===== src/msfe_pkg.sv =====
`timescale 1ns / 1ps
`default_nettype none
// Shared types, constants and the CRC-8/MAXIM byte step of the motor serial frame engine.
// No dependencies; every other file imports this package.
package msfe_pkg;

    localparam int FRAME_BYTES = 10;
    localparam int QUEUE_DEPTH = 4;

    localparam logic [7:0] CRC_POLY   = 8'h8c;
    localparam logic [7:0] MODE_DRIVE = 8'h64;
    localparam logic [7:0] MODE_INFO  = 8'h74;

    // input commands
    localparam logic [1:0] CMD_DRIVE = 2'd0;
    localparam logic [1:0] CMD_INFO  = 2'd1;
    localparam logic [1:0] CMD_RX    = 2'd2;

    // result kinds
    localparam logic [1:0] KIND_TX      = 2'd0;
    localparam logic [1:0] KIND_GOOD    = 2'd1;
    localparam logic [1:0] KIND_CRC_ERR = 2'd2;

    // byte positions inside a transmitted frame
    localparam logic [3:0] FB_ID     = 4'd0;
    localparam logic [3:0] FB_MODE   = 4'd1;
    localparam logic [3:0] FB_CMD_HI = 4'd2;
    localparam logic [3:0] FB_CMD_LO = 4'd3;
    localparam logic [3:0] FB_ZERO_A = 4'd4;
    localparam logic [3:0] FB_ZERO_B = 4'd5;
    localparam logic [3:0] FB_ACCEL  = 4'd6;
    localparam logic [3:0] FB_BRAKE  = 4'd7;
    localparam logic [3:0] FB_RESV   = 4'd8;
    localparam logic [3:0] FB_CRC    = 4'(FRAME_BYTES - 1);

    typedef struct packed {
        logic [1:0]  result_kind;
        logic [7:0]  tx_byte;
        logic        last_of_run;
        logic [7:0]  reply_id;
        logic [7:0]  reply_mode;
        logic [15:0] torque;
        logic [15:0] speed;
        logic [15:0] position;
        logic [7:0]  temperature;
        logic [7:0]  extra_byte;
        logic [7:0]  fault;
        logic        was_info_reply;
    } result_t;

    // Send jobs reuse the result fields: reply_id = motor id, reply_mode = mode byte,
    // torque = drive word, speed = {accel_time, brake}.
    typedef struct packed {
        logic    is_send;
        result_t res;
    } job_t;

    function automatic logic [7:0] crc_step(input logic [7:0] crc, input logic [7:0] data);
        logic [7:0] c;
        c = crc ^ data;
        for (int i = 0; i < 8; i++) begin
            c = c[0] ? ((c >> 1) ^ CRC_POLY) : (c >> 1);
        end
        return c;
    endfunction

endpackage
`default_nettype wire


===== src/msfe_front.sv =====
`timescale 1ns / 1ps
`default_nettype none
// Front end: accepts input items, gathers received frames, checks their CRC and
// posts send and report jobs to the job queue. Depends on msfe_pkg.
module msfe_front (
    input  wire logic              clk,
    input  wire logic              rst_n,
    input  wire logic              in_fire,
    input  wire logic [1:0]        command,
    input  wire logic [7:0]        motor_id,
    input  wire logic [15:0]       drive_value,
    input  wire logic [7:0]        accel_time,
    input  wire logic [7:0]        brake,
    input  wire logic [7:0]        rx_byte,
    output logic                   job_push,
    output msfe_pkg::job_t         job
);
    import msfe_pkg::*;

    localparam logic [3:0] RX_LAST = 4'(FRAME_BYTES - 1);

    logic [3:0]  rx_count_reg, rx_count_next;
    logic [7:0]  rx_crc_reg, rx_crc_next;
    logic [7:0]  rx_bytes_reg [FRAME_BYTES - 1];
    logic        rx_wr;
    logic        info_pending_reg, info_pending_next;
    logic [15:0] held_position_reg, held_position_next;
    logic [7:0]  held_temperature_reg, held_temperature_next;
    logic [7:0]  held_extra_reg, held_extra_next;

    always_comb begin
        rx_count_next         = rx_count_reg;
        rx_crc_next           = rx_crc_reg;
        info_pending_next     = info_pending_reg;
        held_position_next    = held_position_reg;
        held_temperature_next = held_temperature_reg;
        held_extra_next       = held_extra_reg;
        rx_wr                 = 1'b0;
        job_push              = 1'b0;
        job                   = '0;
        if (in_fire) begin
            unique case (command)
                CMD_DRIVE: begin
                    job.is_send        = 1'b1;
                    job.res.reply_id   = motor_id;
                    job.res.reply_mode = MODE_DRIVE;
                    job.res.torque     = drive_value;
                    job.res.speed      = {accel_time, brake};
                    job_push           = 1'b1;
                    rx_count_next      = '0;
                    rx_crc_next        = '0;
                end
                CMD_INFO: begin
                    job.is_send        = 1'b1;
                    job.res.reply_id   = motor_id;
                    job.res.reply_mode = MODE_INFO;
                    job_push           = 1'b1;
                    info_pending_next  = 1'b1;
                    rx_count_next      = '0;
                    rx_crc_next        = '0;
                end
                CMD_RX: begin
                    if (rx_count_reg < RX_LAST) begin
                        rx_wr         = 1'b1;
                        rx_crc_next   = crc_step(rx_crc_reg, rx_byte);
                        rx_count_next = rx_count_reg + 4'd1;
                    end else begin
                        job_push            = 1'b1;
                        job.res.last_of_run = 1'b1;
                        rx_count_next       = '0;
                        rx_crc_next         = '0;
                        if (rx_byte != rx_crc_reg) begin
                            job.res.result_kind = KIND_CRC_ERR;
                        end else begin
                            job.res.result_kind = KIND_GOOD;
                            job.res.reply_id    = rx_bytes_reg[0];
                            job.res.reply_mode  = rx_bytes_reg[1];
                            job.res.torque      = {rx_bytes_reg[2], rx_bytes_reg[3]};
                            job.res.speed       = {rx_bytes_reg[4], rx_bytes_reg[5]};
                            job.res.fault       = rx_bytes_reg[8];
                            if (info_pending_reg) begin
                                held_temperature_next  = rx_bytes_reg[6];
                                held_extra_next        = rx_bytes_reg[7];
                                info_pending_next      = 1'b0;
                                job.res.was_info_reply = 1'b1;
                            end else begin
                                held_position_next = {rx_bytes_reg[6], rx_bytes_reg[7]};
                            end
                            job.res.position    = held_position_next;
                            job.res.temperature = held_temperature_next;
                            job.res.extra_byte  = held_extra_next;
                        end
                    end
                end
                default: begin
                    // unused command: drop
                end
            endcase
        end
    end

    always_ff @(posedge clk or negedge rst_n) begin
        if (!rst_n) begin
            rx_count_reg         <= '0;
            rx_crc_reg           <= '0;
            info_pending_reg     <= 1'b0;
            held_position_reg    <= '0;
            held_temperature_reg <= '0;
            held_extra_reg       <= '0;
        end else begin
            rx_count_reg         <= rx_count_next;
            rx_crc_reg           <= rx_crc_next;
            info_pending_reg     <= info_pending_next;
            held_position_reg    <= held_position_next;
            held_temperature_reg <= held_temperature_next;
            held_extra_reg       <= held_extra_next;
        end
    end

    always_ff @(posedge clk) begin
        if (rx_wr) begin
            rx_bytes_reg[rx_count_reg] <= rx_byte;
        end
    end

endmodule
`default_nettype wire


===== src/msfe_queue.sv =====
`timescale 1ns / 1ps
`default_nettype none
// Short job queue between front and back end, QUEUE_DEPTH entries of job_t.
// Depends on msfe_pkg.
module msfe_queue (
    input  wire logic              clk,
    input  wire logic              rst_n,
    input  wire logic              push,
    input  wire msfe_pkg::job_t    wdata,
    output logic                   full,
    output logic                   empty,
    input  wire logic              pop,
    output msfe_pkg::job_t         rdata
);
    import msfe_pkg::*;

    localparam int PTR_W = $clog2(QUEUE_DEPTH);
    localparam int CNT_W = $clog2(QUEUE_DEPTH + 1);
    localparam logic [PTR_W-1:0] PTR_LAST = PTR_W'(QUEUE_DEPTH - 1);

    job_t             mem_reg [QUEUE_DEPTH];
    logic [PTR_W-1:0] wr_ptr_reg, rd_ptr_reg;
    logic [CNT_W-1:0] count_reg;
    logic             do_push, do_pop;

    assign full    = (count_reg == CNT_W'(QUEUE_DEPTH));
    assign empty   = (count_reg == '0);
    assign do_push = push && !full;
    assign do_pop  = pop && !empty;
    assign rdata   = mem_reg[rd_ptr_reg];

    always_ff @(posedge clk or negedge rst_n) begin
        if (!rst_n) begin
            wr_ptr_reg <= '0;
            rd_ptr_reg <= '0;
            count_reg  <= '0;
        end else begin
            if (do_push) begin
                wr_ptr_reg <= (wr_ptr_reg == PTR_LAST) ? '0 : wr_ptr_reg + 1'b1;
            end
            if (do_pop) begin
                rd_ptr_reg <= (rd_ptr_reg == PTR_LAST) ? '0 : rd_ptr_reg + 1'b1;
            end
            if (do_push && !do_pop) begin
                count_reg <= count_reg + 1'b1;
            end else if (do_pop && !do_push) begin
                count_reg <= count_reg - 1'b1;
            end
        end
    end

    always_ff @(posedge clk) begin
        if (do_push) begin
            mem_reg[wr_ptr_reg] <= wdata;
        end
    end

endmodule
`default_nettype wire


===== src/msfe_back.sv =====
`timescale 1ns / 1ps
`default_nettype none
// Back end: takes jobs from the queue, serializes send frames with a running CRC
// and holds one result beat in the output register. Depends on msfe_pkg.
module msfe_back (
    input  wire logic              clk,
    input  wire logic              rst_n,
    input  wire logic              q_empty,
    input  wire msfe_pkg::job_t    q_job,
    output logic                   q_pop,
    output logic                   out_valid,
    input  wire logic              out_pop,
    output msfe_pkg::result_t      out_res
);
    import msfe_pkg::*;

    logic       out_valid_reg, out_valid_next;
    result_t    out_res_reg, out_res_next;
    logic       send_active_reg, send_active_next;
    logic [3:0] byte_idx_reg, byte_idx_next;
    logic [7:0] crc_reg, crc_next;
    result_t    send_job_reg, send_job_next;
    logic       advance;
    logic [7:0] frame_byte;

    assign advance   = !out_valid_reg || out_pop;
    assign out_valid = out_valid_reg;
    assign out_res   = out_res_reg;

    always_comb begin
        unique case (byte_idx_reg)
            FB_ID:     frame_byte = send_job_reg.reply_id;
            FB_MODE:   frame_byte = send_job_reg.reply_mode;
            FB_CMD_HI: frame_byte = send_job_reg.torque[15:8];
            FB_CMD_LO: frame_byte = send_job_reg.torque[7:0];
            FB_ACCEL:  frame_byte = send_job_reg.speed[15:8];
            FB_BRAKE:  frame_byte = send_job_reg.speed[7:0];
            FB_CRC:    frame_byte = crc_reg;
            default:   frame_byte = 8'h00;
        endcase
    end

    always_comb begin
        out_valid_next   = out_valid_reg;
        out_res_next     = out_res_reg;
        send_active_next = send_active_reg;
        byte_idx_next    = byte_idx_reg;
        crc_next         = crc_reg;
        send_job_next    = send_job_reg;
        q_pop            = 1'b0;
        if (advance) begin
            out_valid_next = 1'b0;
            if (send_active_reg) begin
                out_valid_next   = 1'b1;
                out_res_next     = '0;
                out_res_next.result_kind = KIND_TX;
                out_res_next.tx_byte     = frame_byte;
                crc_next         = crc_step(crc_reg, frame_byte);
                byte_idx_next    = byte_idx_reg + 4'd1;
                if (byte_idx_reg == FB_CRC) begin
                    out_res_next.last_of_run = 1'b1;
                    send_active_next         = 1'b0;
                end
            end else if (!q_empty) begin
                q_pop          = 1'b1;
                out_valid_next = 1'b1;
                if (q_job.is_send) begin
                    // emit the id byte now, continue from the mode byte
                    out_res_next             = '0;
                    out_res_next.result_kind = KIND_TX;
                    out_res_next.tx_byte     = q_job.res.reply_id;
                    send_job_next            = q_job.res;
                    crc_next                 = crc_step(8'h00, q_job.res.reply_id);
                    byte_idx_next            = FB_MODE;
                    send_active_next         = 1'b1;
                end else begin
                    out_res_next = q_job.res;
                end
            end
        end
    end

    always_ff @(posedge clk or negedge rst_n) begin
        if (!rst_n) begin
            out_valid_reg   <= 1'b0;
            send_active_reg <= 1'b0;
        end else begin
            out_valid_reg   <= out_valid_next;
            send_active_reg <= send_active_next;
        end
    end

    always_ff @(posedge clk) begin
        out_res_reg  <= out_res_next;
        byte_idx_reg <= byte_idx_next;
        crc_reg      <= crc_next;
        send_job_reg <= send_job_next;
    end

endmodule
`default_nettype wire


===== src/motor_serial_frame_engine_top.sv =====
`timescale 1ns / 1ps
`default_nettype none
// Top level of the motor serial frame engine: front end, job queue, back end.
// Depends on msfe_pkg, msfe_front, msfe_queue and msfe_back.
//
// Input items are taken one per cycle while the four-entry job queue has room; a
// received byte that does not end a frame is absorbed in that cycle with no result.
// A drive or info request turns into ten transmit beats and a completed receive frame
// into one report beat. The job is queued at the accepting edge and, when the back end
// is free, loaded into its output register at the next edge. The back end delivers one
// beat per cycle while results are popped, so a send job holds the result side for all
// ten of its beats; the queue fills, and full rises, when requests come faster than
// the back end sends their beats or when results are taken slowly. Results leave in
// input order.
module motor_serial_frame_engine_top (
    input  wire logic               clk,
    input  wire logic               rst_n,
    input  wire logic               push,
    output logic                    full,
    input  wire logic [1:0]         command,
    input  wire logic [7:0]         motor_id,
    input  wire logic signed [15:0] drive_value,
    input  wire logic [7:0]         accel_time,
    input  wire logic [7:0]         brake,
    input  wire logic [7:0]         rx_byte,
    output logic                    empty,
    input  wire logic               pop,
    output logic [1:0]              result_kind,
    output logic [7:0]              tx_byte,
    output logic                    last_of_run,
    output logic [7:0]              reply_id,
    output logic [7:0]              reply_mode,
    output logic signed [15:0]      torque,
    output logic signed [15:0]      speed,
    output logic [15:0]             position,
    output logic [7:0]              temperature,
    output logic [7:0]              extra_byte,
    output logic [7:0]              fault,
    output logic                    was_info_reply
);
    import msfe_pkg::*;

    logic    in_fire;
    logic    job_push;
    job_t    job_in, job_out;
    logic    q_full, q_empty, q_pop;
    logic    out_valid;
    result_t res;

    assign full    = q_full;
    assign in_fire = push && !q_full;

    msfe_front u_front (
        .clk         (clk),
        .rst_n       (rst_n),
        .in_fire     (in_fire),
        .command     (command),
        .motor_id    (motor_id),
        .drive_value (drive_value),
        .accel_time  (accel_time),
        .brake       (brake),
        .rx_byte     (rx_byte),
        .job_push    (job_push),
        .job         (job_in)
    );

    msfe_queue u_queue (
        .clk   (clk),
        .rst_n (rst_n),
        .push  (job_push),
        .wdata (job_in),
        .full  (q_full),
        .empty (q_empty),
        .pop   (q_pop),
        .rdata (job_out)
    );

    msfe_back u_back (
        .clk       (clk),
        .rst_n     (rst_n),
        .q_empty   (q_empty),
        .q_job     (job_out),
        .q_pop     (q_pop),
        .out_valid (out_valid),
        .out_pop   (pop),
        .out_res   (res)
    );

    assign empty          = !out_valid;
    assign result_kind    = res.result_kind;
    assign tx_byte        = res.tx_byte;
    assign last_of_run    = res.last_of_run;
    assign reply_id       = res.reply_id;
    assign reply_mode     = res.reply_mode;
    assign torque         = res.torque;
    assign speed          = res.speed;
    assign position       = res.position;
    assign temperature    = res.temperature;
    assign extra_byte     = res.extra_byte;
    assign fault          = res.fault;
    assign was_info_reply = res.was_info_reply;

endmodule
`default_nettype wire


===== config.mk =====
export PLATFORM = sky130hd
export DESIGN_NAME = motor_serial_frame_engine_top
export DESIGN_NICKNAME = d
export VERILOG_FILES = /design/src/msfe_pkg.sv /design/src/msfe_front.sv /design/src/msfe_queue.sv /design/src/msfe_back.sv /design/src/motor_serial_frame_engine_top.sv
export SDC_FILE = /design/constraint.sdc
export NUM_CORES = 1
export LEC_CHECK = 0
export BUFFER_PORTS_ARGS = -buffer_cell sky130_fd_sc_hd__buf_2
export CORE_MARGIN = 3
export CORE_UTILIZATION = 45
export DETAILED_ROUTE_END_ITERATION = 16
export PLACE_DENSITY = 0.58
export SKIP_CTS_REPAIR_TIMING = 1
export SLEW_MARGIN = 10
export SYNTH_ARGS = -nofsm -noshare
export SYNTH_HDL_FRONTEND = slang
export SYNTH_HIERARCHICAL = 1
export SYNTH_SLANG_ARGS = --single-unit
export TNS_END_PERCENT = 20

===== constraint.sdc =====
create_clock -name clk -period 11.2 [get_ports clk]
set_clock_uncertainty 0.15 [all_clocks]
set_input_delay 2.24 -clock clk [delete_from_list [all_inputs] [get_ports clk]]
set_output_delay 2.24 -clock clk [all_outputs]
set_load 0.01 [all_outputs]

# After elaboration in Yosys (flattened, before gate mapping)

Memories as Yosys holds them, arrays and structs flattened.
Index checks and enable logic that the tools add are counted.

Word-level logic and storage cells: 188
Output and inout port bits: 102
Memory bits (writable): 444
Memories: 2
Register bits after elaboration: 214
Input bits: 54

Magnitude comparators: 1
Bitwise logic cells: 30
Reductions and logical operators: 25
Muxes and demuxes: 80
Equality and inequality tests: 15
Add/subtract/negate cells: 6

Memories:

| memory               | words | width | rd ports | clocked after memory_dff | wr ports | RTL line         | text |
|---|---|---|---|---|---|---|---|
| u_queue.mem_reg      | 4     | 93    | 1        | 0                        | 1        | msfe_queue.sv:21 | `job_t mem_reg [QUEUE_DEPTH];` |
| u_front.rx_bytes_reg | 9     | 8     | 9        | 0                        | 1        | msfe_front.sv:24 | `logic [7:0] rx_bytes_reg [FRAME_BYTES - 1];` |

Operators by type and width:

| cell                  | count |
|---|---|
| $mux W8               | 30 |
| $mux W100             | 2 |
| $mux W90              | 2 |
| $mux W98              | 1 |
| $mux W89              | 1 |
| $not A2 Y3            | 24 |
| $pmux W32 S2          | 1 |
| $pmux W8 S7           | 1 |
| $pmux W16 S3          | 1 |
| $mux W41              | 1 |
| $mux W1               | 23 |
| $mux W16              | 1 |
| $mux W4               | 4 |
| $pmux W8 S2           | 1 |
| $xor A8 B8 Y8         | 2 |
| $reduce_and A4 Y1     | 3 |
| $mux W2               | 5 |
| $mux W3               | 3 |
| $add A4 B1 Y4 const B | 2 |
| $eq A4 B2 Y1 const B  | 2 |
| $eq A4 B3 Y1 const B  | 2 |
| $ne A8 B8 Y1          | 1 |
| $pmux W4 S2           | 1 |
| $reduce_bool A2 Y1    | 4 |
| other kinds (21)      | 39 |

# Depth between registers and ports, before layout

Gate-level depths: netlist of the first run.

Depth after elaboration: 20
Depth in mapped cells: 13

# By module

The synthesis of the first run kept the hierarchy.

Modules (own cells, without submodules):

| module                        | times used | cells each | area an instance (um^2) |
|---|---|---|---|
| msfe_queue                    | 1          | 565        | 15082.0 |
| msfe_back                     | 1          | 439        | 6735.2 |
| msfe_front                    | 1          | 431        | 5580.4 |
| motor_serial_frame_engine_top | 1          | 2          | 17.5 |

# Least setup slack after synthesis of the first run

OpenSTA, ideal clock, no wires.

Path kind: in2reg
Start: in pop
End: reg u_back.out_res_reg (netlist bit u_back/out_res[0]), enable pin
Arrival time: 6487 ps
Setup slack: 4004 ps
Path buffers: 0
Stages: 2
Cell sequence: nor2b_1 > nor2_1

Cells in the longest elaborated chain, start to end: 2

RTL lines:

| what                               | RTL line                            | text |
|---|---|---|
| start: declaration                 | motor_serial_frame_engine_top.sv:27 | `input wire logic pop,` |
| $logic_or A1 B1 Y1                 | msfe_back.sv:26                     | `assign advance = !out_valid_reg \|\| out_pop;` |
| $reduce_and A2 Y1 (no source line) | n/a                                 |  |
| end signal: assignment             | msfe_back.sv:94                     | `out_res_reg <= out_res_next;` |
| end: declaration                   | msfe_back.sv:18                     | `result_t out_res_reg, out_res_next;` |

Every way passes these cells.
A chain may end at the register's enable or synchronous reset.

# Worst setup path after layout of the first run

Start: in push
End: mem u_queue/mem_reg[3][63] (netlist name), enable pin

Cells in the longest elaborated chain, start to end: 5

RTL lines:

| what                          | RTL line                            | text |
|---|---|---|
| start: declaration            | motor_serial_frame_engine_top.sv:18 | `input wire logic push,` |
| $logic_and A1 B1 Y1           | motor_serial_frame_engine_top.sv:51 | `assign in_fire = push && !q_full;` |
| net in_fire                   | motor_serial_frame_engine_top.sv:43 | `logic in_fire;` |
| $mux W1                       | msfe_front.sv:41                    | `if (in_fire) begin` |
| net job_push                  | motor_serial_frame_engine_top.sv:44 | `logic job_push;` |
| $logic_and A1 B1 Y1           | msfe_queue.sv:28                    | `assign do_push = push && !full;` |
| $mux W1                       | msfe_queue.sv:53                    | `if (do_push) begin` |
| $mux W1 (implied by the code) | msfe_queue.sv:54                    | `mem_reg[wr_ptr_reg] <= wdata;` |
| end: declaration              | msfe_queue.sv:21                    |  |

The timed path passes the listed nets, and every way through them passes these cells.

==> results.md, run 1 <==
* Status: finished, final reports clean
* CTS Buffer Depth at 3
* Reg area at 20460 µm²
* Syn avg cell area at 19.08 µm²
* Post-synth ARST share at 0.07826
* Critical path origin: push
* Reg clk slew, reported paths at 0.06 ns
* Drc violations at 0
* Tcrit/Tclk final at 0.5314
* Setup TNS at 0 ns
* Sequential area share after synthesis at 0.7459
* Arr. time, crit path at 6.03 ns
* Area after DPL at 28790 µm²
* Skew-Pair Late Insertion Delay at 0.61 ns
* Hold_sp: u_front/rx_crc_reg[6]
* Netlist Area Pre-Place at 27420 µm²
* Setup violations, final at 0
* Max VDD drop at 0.1403 mV
* Dominant cell type by area after synthesis: edfxtp_1
* Filler Cell Count at 4815
* Core box area at 59690 µm²
* # nets final at 1680
* Largest net degree at the start of global routing at 64
* Grt total ovfl at 0
* Dominant synthesized flop cell: edfxtp_1
* Drt pass-1 iters at 5
* Synth area leaders: edfxtp_1 70%, mux4_2 8.3%, dfrtp_1 4.9%
* Die extent in y at 252.8 µm
* TritonCTS clock tree: built
* Layout cells sized above 1 at 0.2667
* Vias/cell at 5.432
* Post-DP HPWL at 37.88 mm
* Vias in the first global route at 13540
* FP Rows at 89
* Area grow syn2layout at 14.09%
* Peak fanout along the critical path at 53
* RSZ-0062 raised after global routing: false
* I/O pin cnt at 156
* Synthesized flop and latch total at 690
* Die area at 63920 µm²
* Root buffer selected by CTS: clkbuf_16
* Crit end category: flop
* Avg WL per Cell at 24.73 µm
* Final Hold Violating Endpoints at 0
* Slew @ Worst Pin at 1.122 ns
* P per Cell Area at 258.9 nW/µm²
* Htree depth at 3
* # port buffers at 155
* FF-to-FF Start: u_queue/count_reg[2]
* DR vias at 13290
* Min Clock Period, post-route at 5.951 ns
* R2R Setup Slk at 6.36 ns
* Area of the multi-input gates at 6407 µm²
* Synthesized instance count at 1437
* Max-Cap Viols at 0
* Count of cell types in the netlist at 64
* Synth top area share at 0.6966
* Final instance area at 31280 µm²
* Post-synth EDFFs at 636
* Antenna Nets Post-Route at 0
* Routability Congestion at 0.8299
* P_leak at 0.01115 µW
* Final WS setup at 5.249 ns
* Clock sink count at 690
* Req. time, crit path at 11.28 ns
* Fin. max-slew vios at 0
* GRT Overall Usage at 0.1915
* CTS buffer count at 74
* Routed Wire Length at 60.52 mm
* Dpl ws at 4.488 ns
* WS Path Type: input port to flop
* Worst setup SP type: input port
* Worst slew margin at 0.2523
* Antenna violations before repair at 5
* DR iter-0 viols at 1031
* HP Class: flop to flop
* Die Width at 252.8 µm
* First-pass GRT wire length at 89.49 mm
* Number of synthesis warnings at 6
* Max reg flops at 404
* Peak Freq at 0.1680 GHz
* Final Core Density at 0.5240
* Initial Util at 0.4593
cell families after synthesis:
family,share of synthesized area
DFF,0.7459
and+or+nand+nor,0.05504
muxes,0.1148
AOI/OAI and AO/OA,0.03177
buffers and inverters,0.02255
xor gates and xnor gates,0.02223
adders and majority gates,0.007576
other,0.0001368
synth_stat cells, types with 17 or more instances:
cell and n:
nand2_1 29, edfxtp_1 636, mux2_2 29, nor2_1 65, mux4_2 101, dfrtp_1 54, buf_2 17, a21oi_1 19
xnor2_1 31, and2_1 114, a22oi_1 40, clkbuf_1 37, mux2i_1 41, nor2b_1 34
metrics by stage:
step	power [µW]	hold WS (ns)	instances
floorplan	5131	0.3204	1444
global placement	5744	0.3392	2306
detailed placement	5762	0.3429	2306
CTS	8209	0.3568	2444
global route	8492	0.3719	2445
finish	8099	0.3493	2447
critical path: stages:
cell and delay (ns):
buf_2 0.11, nor2b_4 0.54, nand2_1 0.52, o21bai_1 0.42, nor2b_1 0.50, and2_4 0.78
buf_4 0.79
final timing paths:
path / end / depth (start not counted)
max reg2reg: u_queue/mem_reg[3][63] / 7
max in group asynchronous: u_queue/rd_ptr_reg[0] / 2
min reg2reg: u_front/rx_crc_reg[6] / 2
max: u_queue/mem_reg[3][63] / 7
min: u_front/rx_crc_reg[6] / 2
min in group asynchronous: u_front/held_temperature_reg[6] / 2
metal layers:
metal,share of wire,track usage
met1,0.44,0.2712
met2,0.49,0.3128
met3,0.047,0.03297
met4,0.019,0.04762
met5,0,0
power by group:
| part | leakage, µW | internal (µW) | switching [µW] |
|---|---|---|---|
| logic | 0.00326 | 954 | 1190 |
| clock network | 0.00120 | 1440 | 991 |
| registers | 0.00669 | 3320 | 201 |
| total | 0.0112 | 5720 | 2380 |
area by class of cell:
class / count / share of cell area
antenna: 2 / 0.0001600
clock buffer: 102 / 0.06581
clock inverter: 36 / 0.01292
inverter: 12 / 0.001480
multi-input combinational: 658 / 0.2049
sequential: 690 / 0.6541
tap: 773 / 0.03092
timing repair buffer: 174 / 0.02976
layout by cell type (no fill, tap or decap), types with 8 or more instances in the layout:
master     netlist  final
edfxtp_1       636    636
buf_2           17    155
and2_1         114    109
mux4_2         101    101
clkbuf_16        0     75
nor2_1          65     62
dfrtp_1         54     51
mux2i_1         41     41
a22oi_1         40     40
nor2b_1         34     34
xnor2_1         31     31
nand2_1         29     29
mux2_2          29     29
clkbuf_1        37     19
a21oi_1         19     19
buf_4           14     18
a22o_1          15     15
o21ai_0         15     15
xor2_1          15     15
ha_1            15     15
clkinv_1         0     12
clkinv_2         1     12
inv_1           11     11
mux2_4           9      9
clkbuf_8         0      8
conb_1           1      8
No activity file was read; power rests on OpenSTA's default activity.
==> inputs of run 2 (changes only) <==
- ABC_AREA: not set -> 1
- clock period: 11.2 -> 6.1 ns (I/O delays scaled with it)
==> run 2 against run 1 <==
Clock power grew 94%. Total power grew 110%. Sequential power grew 93%. First-iteration DRC count grew 36%. Register-to-register slack lost 4.4 ns. Critical path type is now flop to flop. Largest cell class unchanged. Highest routed layer is now met5.
==> results.md, run 2 <==
* Avg WL per Cell at 19.35 µm
* Req. time, crit path at 6.24 ns
* Die extent in y at 262.8 µm
* Setup TNS at 0 ns
* Worst reg2reg path depth at 13
* Root buffer selected by CTS: clkbuf_16
* Status: finished, final reports clean
* Post-synth EDFFs at 636
* Sequential area share after synthesis at 0.6893
* Most frequent cells in the layout: 660 x nand2_1, 636 x edfxtp_1, 293 x inv_1
* Adder-Cell Fraction of Synth Area at 0.007001
* CTS buffer count at 75
* RSZ-0062 raised after global routing: false
* P_leak at 0.01355 µW
* Max-Cap Viols at 0
* Fin. max-slew vios at 0
* Worst hold slack at 0.3349 ns
* Die Width at 262.8 µm
* Die area at 69040 µm²
* Dominant synthesized flop cell: edfxtp_1
* Peak Freq at 0.2421 GHz
* Synth top area share at 0.6438
* Final Hold Violating Endpoints at 0
* HP Class: flop to flop
* Mux contribution to synthesized area at 0.01080
* Worst slew margin at 0.1938
* Slowest cell on the critical path: nor2_4
* Post-synthesis simple-gate area fraction at 0.1431
* Area after DPL at 30960 µm²
* Area grow syn2layout at 13.16%
* TritonCTS clock tree: built
* Max VDD drop at 0.2809 mV
* Netlist Area Pre-Place at 29670 µm²
* WS Path Type: flop to flop
* Setup violations, final at 0
* Number of synthesis warnings at 6
* Syn avg cell area at 11.62 µm²
* Slowest cell delay on critical path at 0.87 ns
* Total Power at 16790 µW
* Slew @ Worst Pin at 1.200 ns
* Arr. time, crit path at 4.27 ns
* Leading cell type in the layout, fill and taps excluded: nand2_1
* Post-synth ARST share at 0.07826
* DR iter-0 viols at 1406
* Count leader, synth: nand2_1
* Worst setup SP type: flop
* Tcrit/Tclk final at 0.6772
* Clock sink count at 690
* Drt pass-1 iters at 6
* Skew-Pair Late Insertion Delay at 0.61 ns
* Synthesized flop and latch total at 690
* FP Rows at 93
* Routed Wire Length at 69.59 mm
* I/O pin cnt at 156
* Dominant cell type by area after synthesis: edfxtp_1
* Min Clock Period, post-route at 4.131 ns
* Core box area at 64810 µm²
* Largest net degree at the start of global routing at 208
* P per Cell Area at 500.2 nW/µm²
* Grt total ovfl at 0
* Crit end category: flop
* # nets final at 2753
* CTS Buffer Depth at 3
* Final instance area at 33570 µm²
* Initial Util at 0.4577
* Dpl ws at 1.369 ns
* Commonest cells post-synth: 660 x nand2_1, 636 x edfxtp_1, 294 x inv_1, 202 x o211ai_1, 178 x nor2_1
* Reg clk slew, reported paths at 0.06 ns
* Cell chain of the critical path: inv_1 > nand3_1 > inv_1 > nor2_2 > clkinv_1 > buf_4 > nor2_1 > buf_4 > nor2_1 > nor2_1 > nand2_1 > nor2_4 > buf_4
* First-pass GRT wire length at 105.0 mm
* Ant. Diodes at 0
* DR vias at 18540
* Largest family of logic cells by synthesized area: simple AND/OR/NAND/NOR gates
* Count of cell types in the netlist at 41
* Drc violations at 0
* Synth Area in Compound Gates at 0.07267
* Synth area leaders: edfxtp_1 64%, nand2_1 8.4%, o211ai_1 5.1%
* Max reg flops at 404
* Routability Congestion at 0.8506
* Htree depth at 3
* Antenna violations before repair at 3
* Vias in the first global route at 17820
* Hold Path Stages at 2
* Peak fanout along the critical path at 35
* Synthesized instance count at 2554
* Post-synthesis xor/xnor area fraction at 0.007929
* GRT Overall Usage at 0.1981
* # port buffers at 155
* Antenna Nets Post-Route at 0
* Final WS setup at 1.969 ns
* Post-DP HPWL at 44.12 mm
* Vias/cell at 5.155
* Layout cells sized above 1 at 0.1389
-- run 2: changes by cell type after synthesis, moves of 101 or more --
cell | previous run | this run
and2_1 | 114 | 0
inv_1 | 11 | 294
nand2_1 | 29 | 660
o211ai_1 | 0 | 202
nor2_1 | 65 | 178
mux4_2 | 101 | 0
-- run 2: kinds of logic after synthesis --
kind of cell	after synthesis
simple gates	1021
compound gates	324
xor+xnor	26
buf+inv	444
other cells	1
mux	32
fa+ha+maj	16
flops	690
-- run 2: through the flow --
| step | std cells | utilization |
|---|---|---|
| final | 3597 | 0.5180 |
| after detailed placement | 3461 | 0.4777 |
| after global routing | 3597 | 0.5180 |
| after CTS | 3597 | 0.5177 |
| after global placement | 3461 | 0.4777 |
| after floorplan | 2561 | - |
-- run 2: final timing paths --
kind / from / to / slack, ns
hold / removal: u_front/held_temperature_reg[5] / u_front/held_temperature_reg[5] / 0.33
min in group asynchronous: rst_n / u_front/held_position_reg[10] / 0.66
setup / recovery: u_queue/count_reg[0] / u_queue/mem_reg[2][83] / 1.97
setup reg to reg: u_queue/count_reg[0] / u_queue/mem_reg[2][83] / 1.97
max in group asynchronous: rst_n / u_back/send_active_reg / 4.50
hold reg to reg: u_front/held_temperature_reg[5] / u_front/held_temperature_reg[5] / 0.33
-- run 2: power by group --
| part | switching, µW | leakage (µW) | internal, µW |
|---|---|---|---|
| clock network | 1810 | 0.00126 | 2910 |
| registers | 489 | 0.00670 | 6310 |
| logic | 3710 | 0.00559 | 1560 |
| total | 6020 | 0.0136 | 10800 |
-- run 2: per-layer routing --
metal	up-vias	share of wire	GRT usage	wire, µm
met4	4	0.024	0.06548	1681
met2	493	0.47	0.3182	32870
met5	-	0.00049	0	34
met1	9021	0.44	0.2755	30940
met3	86	0.058	0.03389	4058
li1	8940	-	-	-
-- run 2: worst max-delay path: cells and delay by family, from the launching register on --
family | cells | cell delay [ns]
buf+inv | 6 | 1.15
flops | 1 | 0.41
simple gates | 7 | 2.08
-- run 2: cell type report --
| cell class | instances | area (µm²) |
|---|---|---|
| fill | 5569 | 31240 |
| sequential | 690 | 20460 |
| multi-input combinational | 1427 | 7258 |
| clock buffer | 88 | 1967 |
| inverter | 305 | 1151 |
| tap | 855 | 1070 |
| timing repair buffer | 184 | 1044 |
| clock inverter | 48 | 621.8 |
==> inputs of run 3 (changes only) <==
- ABC_AREA: 1 -> 0
- clock period: 6.1 -> 4.14 ns (I/O delays scaled with it)
==> run 3 against run 2 <==
Clock power up 29%. Critical path depth fell by 4. Combinational power grew 13%. Sequential share of layout area increased by 4.4 points. Sequential power increased by 39%. First-iteration DRC count decreased by 24%. Non-clock buffer count grew 12. Utilization increased by 0.64 points. Hold slack worse by 0.11 ns. Cell area shrank 6.8%. Critical endpoint is now u_back/crc_reg[2]. Largest power group unchanged. Highest routed layer unchanged.
==> results.md, run 3 (synthesis gave the netlist of run 1 again) <==
* Clock sink count at 690
* Htree depth at 3
* Final WS setup at 0.7659 ns
* WS Path Type: flop to flop
* Total Power at 21500 µW
* Drt pass-1 iters at 6
* Largest net degree at the start of global routing at 63
* TritonCTS clock tree: built
* I/O pin cnt at 156
* Initial Util at 0.4593
* Die Width at 252.8 µm
* Area grow syn2layout at 14.17%
* Skew-Pair Late Insertion Delay at 0.60 ns
* Die area at 63920 µm²
* Worst slew margin at 0.2876
* # nets final at 1700
* Antenna violations before repair at 9
* Leading cell type in the layout, fill and taps excluded: edfxtp_1
* Final Core Density at 0.5244
* FP Rows at 89
* Peak Freq at 0.2964 GHz
* Peak fanout along the critical path at 10
* Arr. time, crit path at 3.67 ns
* Status: finished, final reports clean
* Setup TNS at 0 ns
* Root buffer selected by CTS: clkbuf_16
* Antenna Nets Post-Route at 0
* CTS Buffer Depth at 3
* Worst setup SP type: flop
* # port buffers at 155
* Core box area at 59690 µm²
* Avg WL per Cell at 24.82 µm
* HP Class: input port to asynchronous set/reset pin
* Req. time, crit path at 4.44 ns
* Drc violations at 0
* Min Clock Period, post-route at 3.374 ns
* Routed Wire Length at 61.11 mm
* DR iter-0 viols at 1064
* Crit end category: flop
* Tcrit/Tclk final at 0.8150
* Grt total ovfl at 0
* Slew @ Worst Pin at 1.069 ns
* GRT Overall Usage at 0.1947
* Reg clk slew, reported paths at 0.06 ns
* RSZ-0062 raised after global routing: false
* Max-Cap Viols at 0
* Die extent in y at 252.8 µm
* Post-DP HPWL at 39.51 mm
* Setup violations, final at 0
* Max VDD drop at 0.3807 mV
* Fin. max-slew vios at 0
* First-pass GRT wire length at 90.70 mm
* P_leak at 0.01116 µW
* DR vias at 13400
* Final Hold Violating Endpoints at 0
* Vias/cell at 5.442
* P per Cell Area at 686.9 nW/µm²
* Max reg flops at 404
* Layout cells sized above 1 at 0.2699
* Vias in the first global route at 13880
* Most frequent cells in the layout: 636 x edfxtp_1, 155 x buf_2, 109 x and2_1
* Dpl ws at 0.4677 ns
* CTS buffer count at 72
* Routability Congestion at 0.8574
-- run 3: changes by cell type in the layout (fill, tap and decap cells not counted), moves of 26 or more --
cell	delta
nand2_1	-631
inv_1	-282
o211ai_1	-202
nor2_1	-111
and2_1	+109
mux4_2	+101
nand3_1	-89
a22oi_1	+40
nor2b_1	+34
a21oi_1	-33
mux2_2	+29
nand2_2	-28
o21ai_0	-26
-- run 3: area by class of cell --
class	count	area, µm²
Antenna cell	3	7.507
Clock buffer	96	1934
Clock inverter	34	282.8
Fill cell	4834	28390
Inverter	12	46.29
Multi-Input combinational cell	658	6407
Sequential cell	690	20460
Tap cell	773	967.2
Timing Repair Buffer	196	1196
-- run 3: layer usage --
layer  vias up  global-route usage  share of wire
met2       385              0.3113           0.49
met5         -                   0        0.00021
met1      6915              0.2754           0.43
met4         2             0.05718          0.027
li1       5990                   -              -
met3       105             0.03718          0.058
-- run 3: power by group --
| part | internal (µW) | leakage, µW | switching, µW |
|---|---|---|---|
| sequential | 8980 | 0.00669 | 458 |
| clock | 3540 | 0.00107 | 2570 |
| combinational | 2660 | 0.00340 | 3290 |
-- run 3: stage by stage --
step	hold WS (ns)	std cells	area [µm²]
floorplan	0.3204	1444	27440
global placement	0.3406	2329	29080
detailed placement	0.3428	2329	29080
CTS	0.2232	2459	31290
global route	0.2683	2459	31290
finish	0.2289	2462	31300
-- run 3: worst paths after layout --
kind                                                   end                       startpoint  cells after the start  slack [ns]
setup / recovery                         u_back/crc_reg[2]           u_back/byte_idx_reg[0]                      9        0.77
hold / removal               u_front/held_position_reg[13]                            rst_n                      1        0.23
setup reg to reg                         u_back/crc_reg[2]           u_back/byte_idx_reg[0]                      9        0.77
hold reg to reg            u_front/held_temperature_reg[7]  u_front/held_temperature_reg[7]                      1        0.36
max in group asynchronous        u_front/held_extra_reg[7]                            rst_n                      2        2.78
min in group clk           u_front/held_temperature_reg[7]  u_front/held_temperature_reg[7]                      1        0.36
-- run 3: critical path, stage by stage, from the launching register on --
cell,delay [ns]
edfxtp_1,0.43
inv_1,0.10
ha_1,0.34
a222oi_1,0.44
nor2_1,0.09
a311oi_2,0.40
mux2i_1,0.48
xnor2_2,0.22
xnor3_1,0.43
a21oi_1,0.15
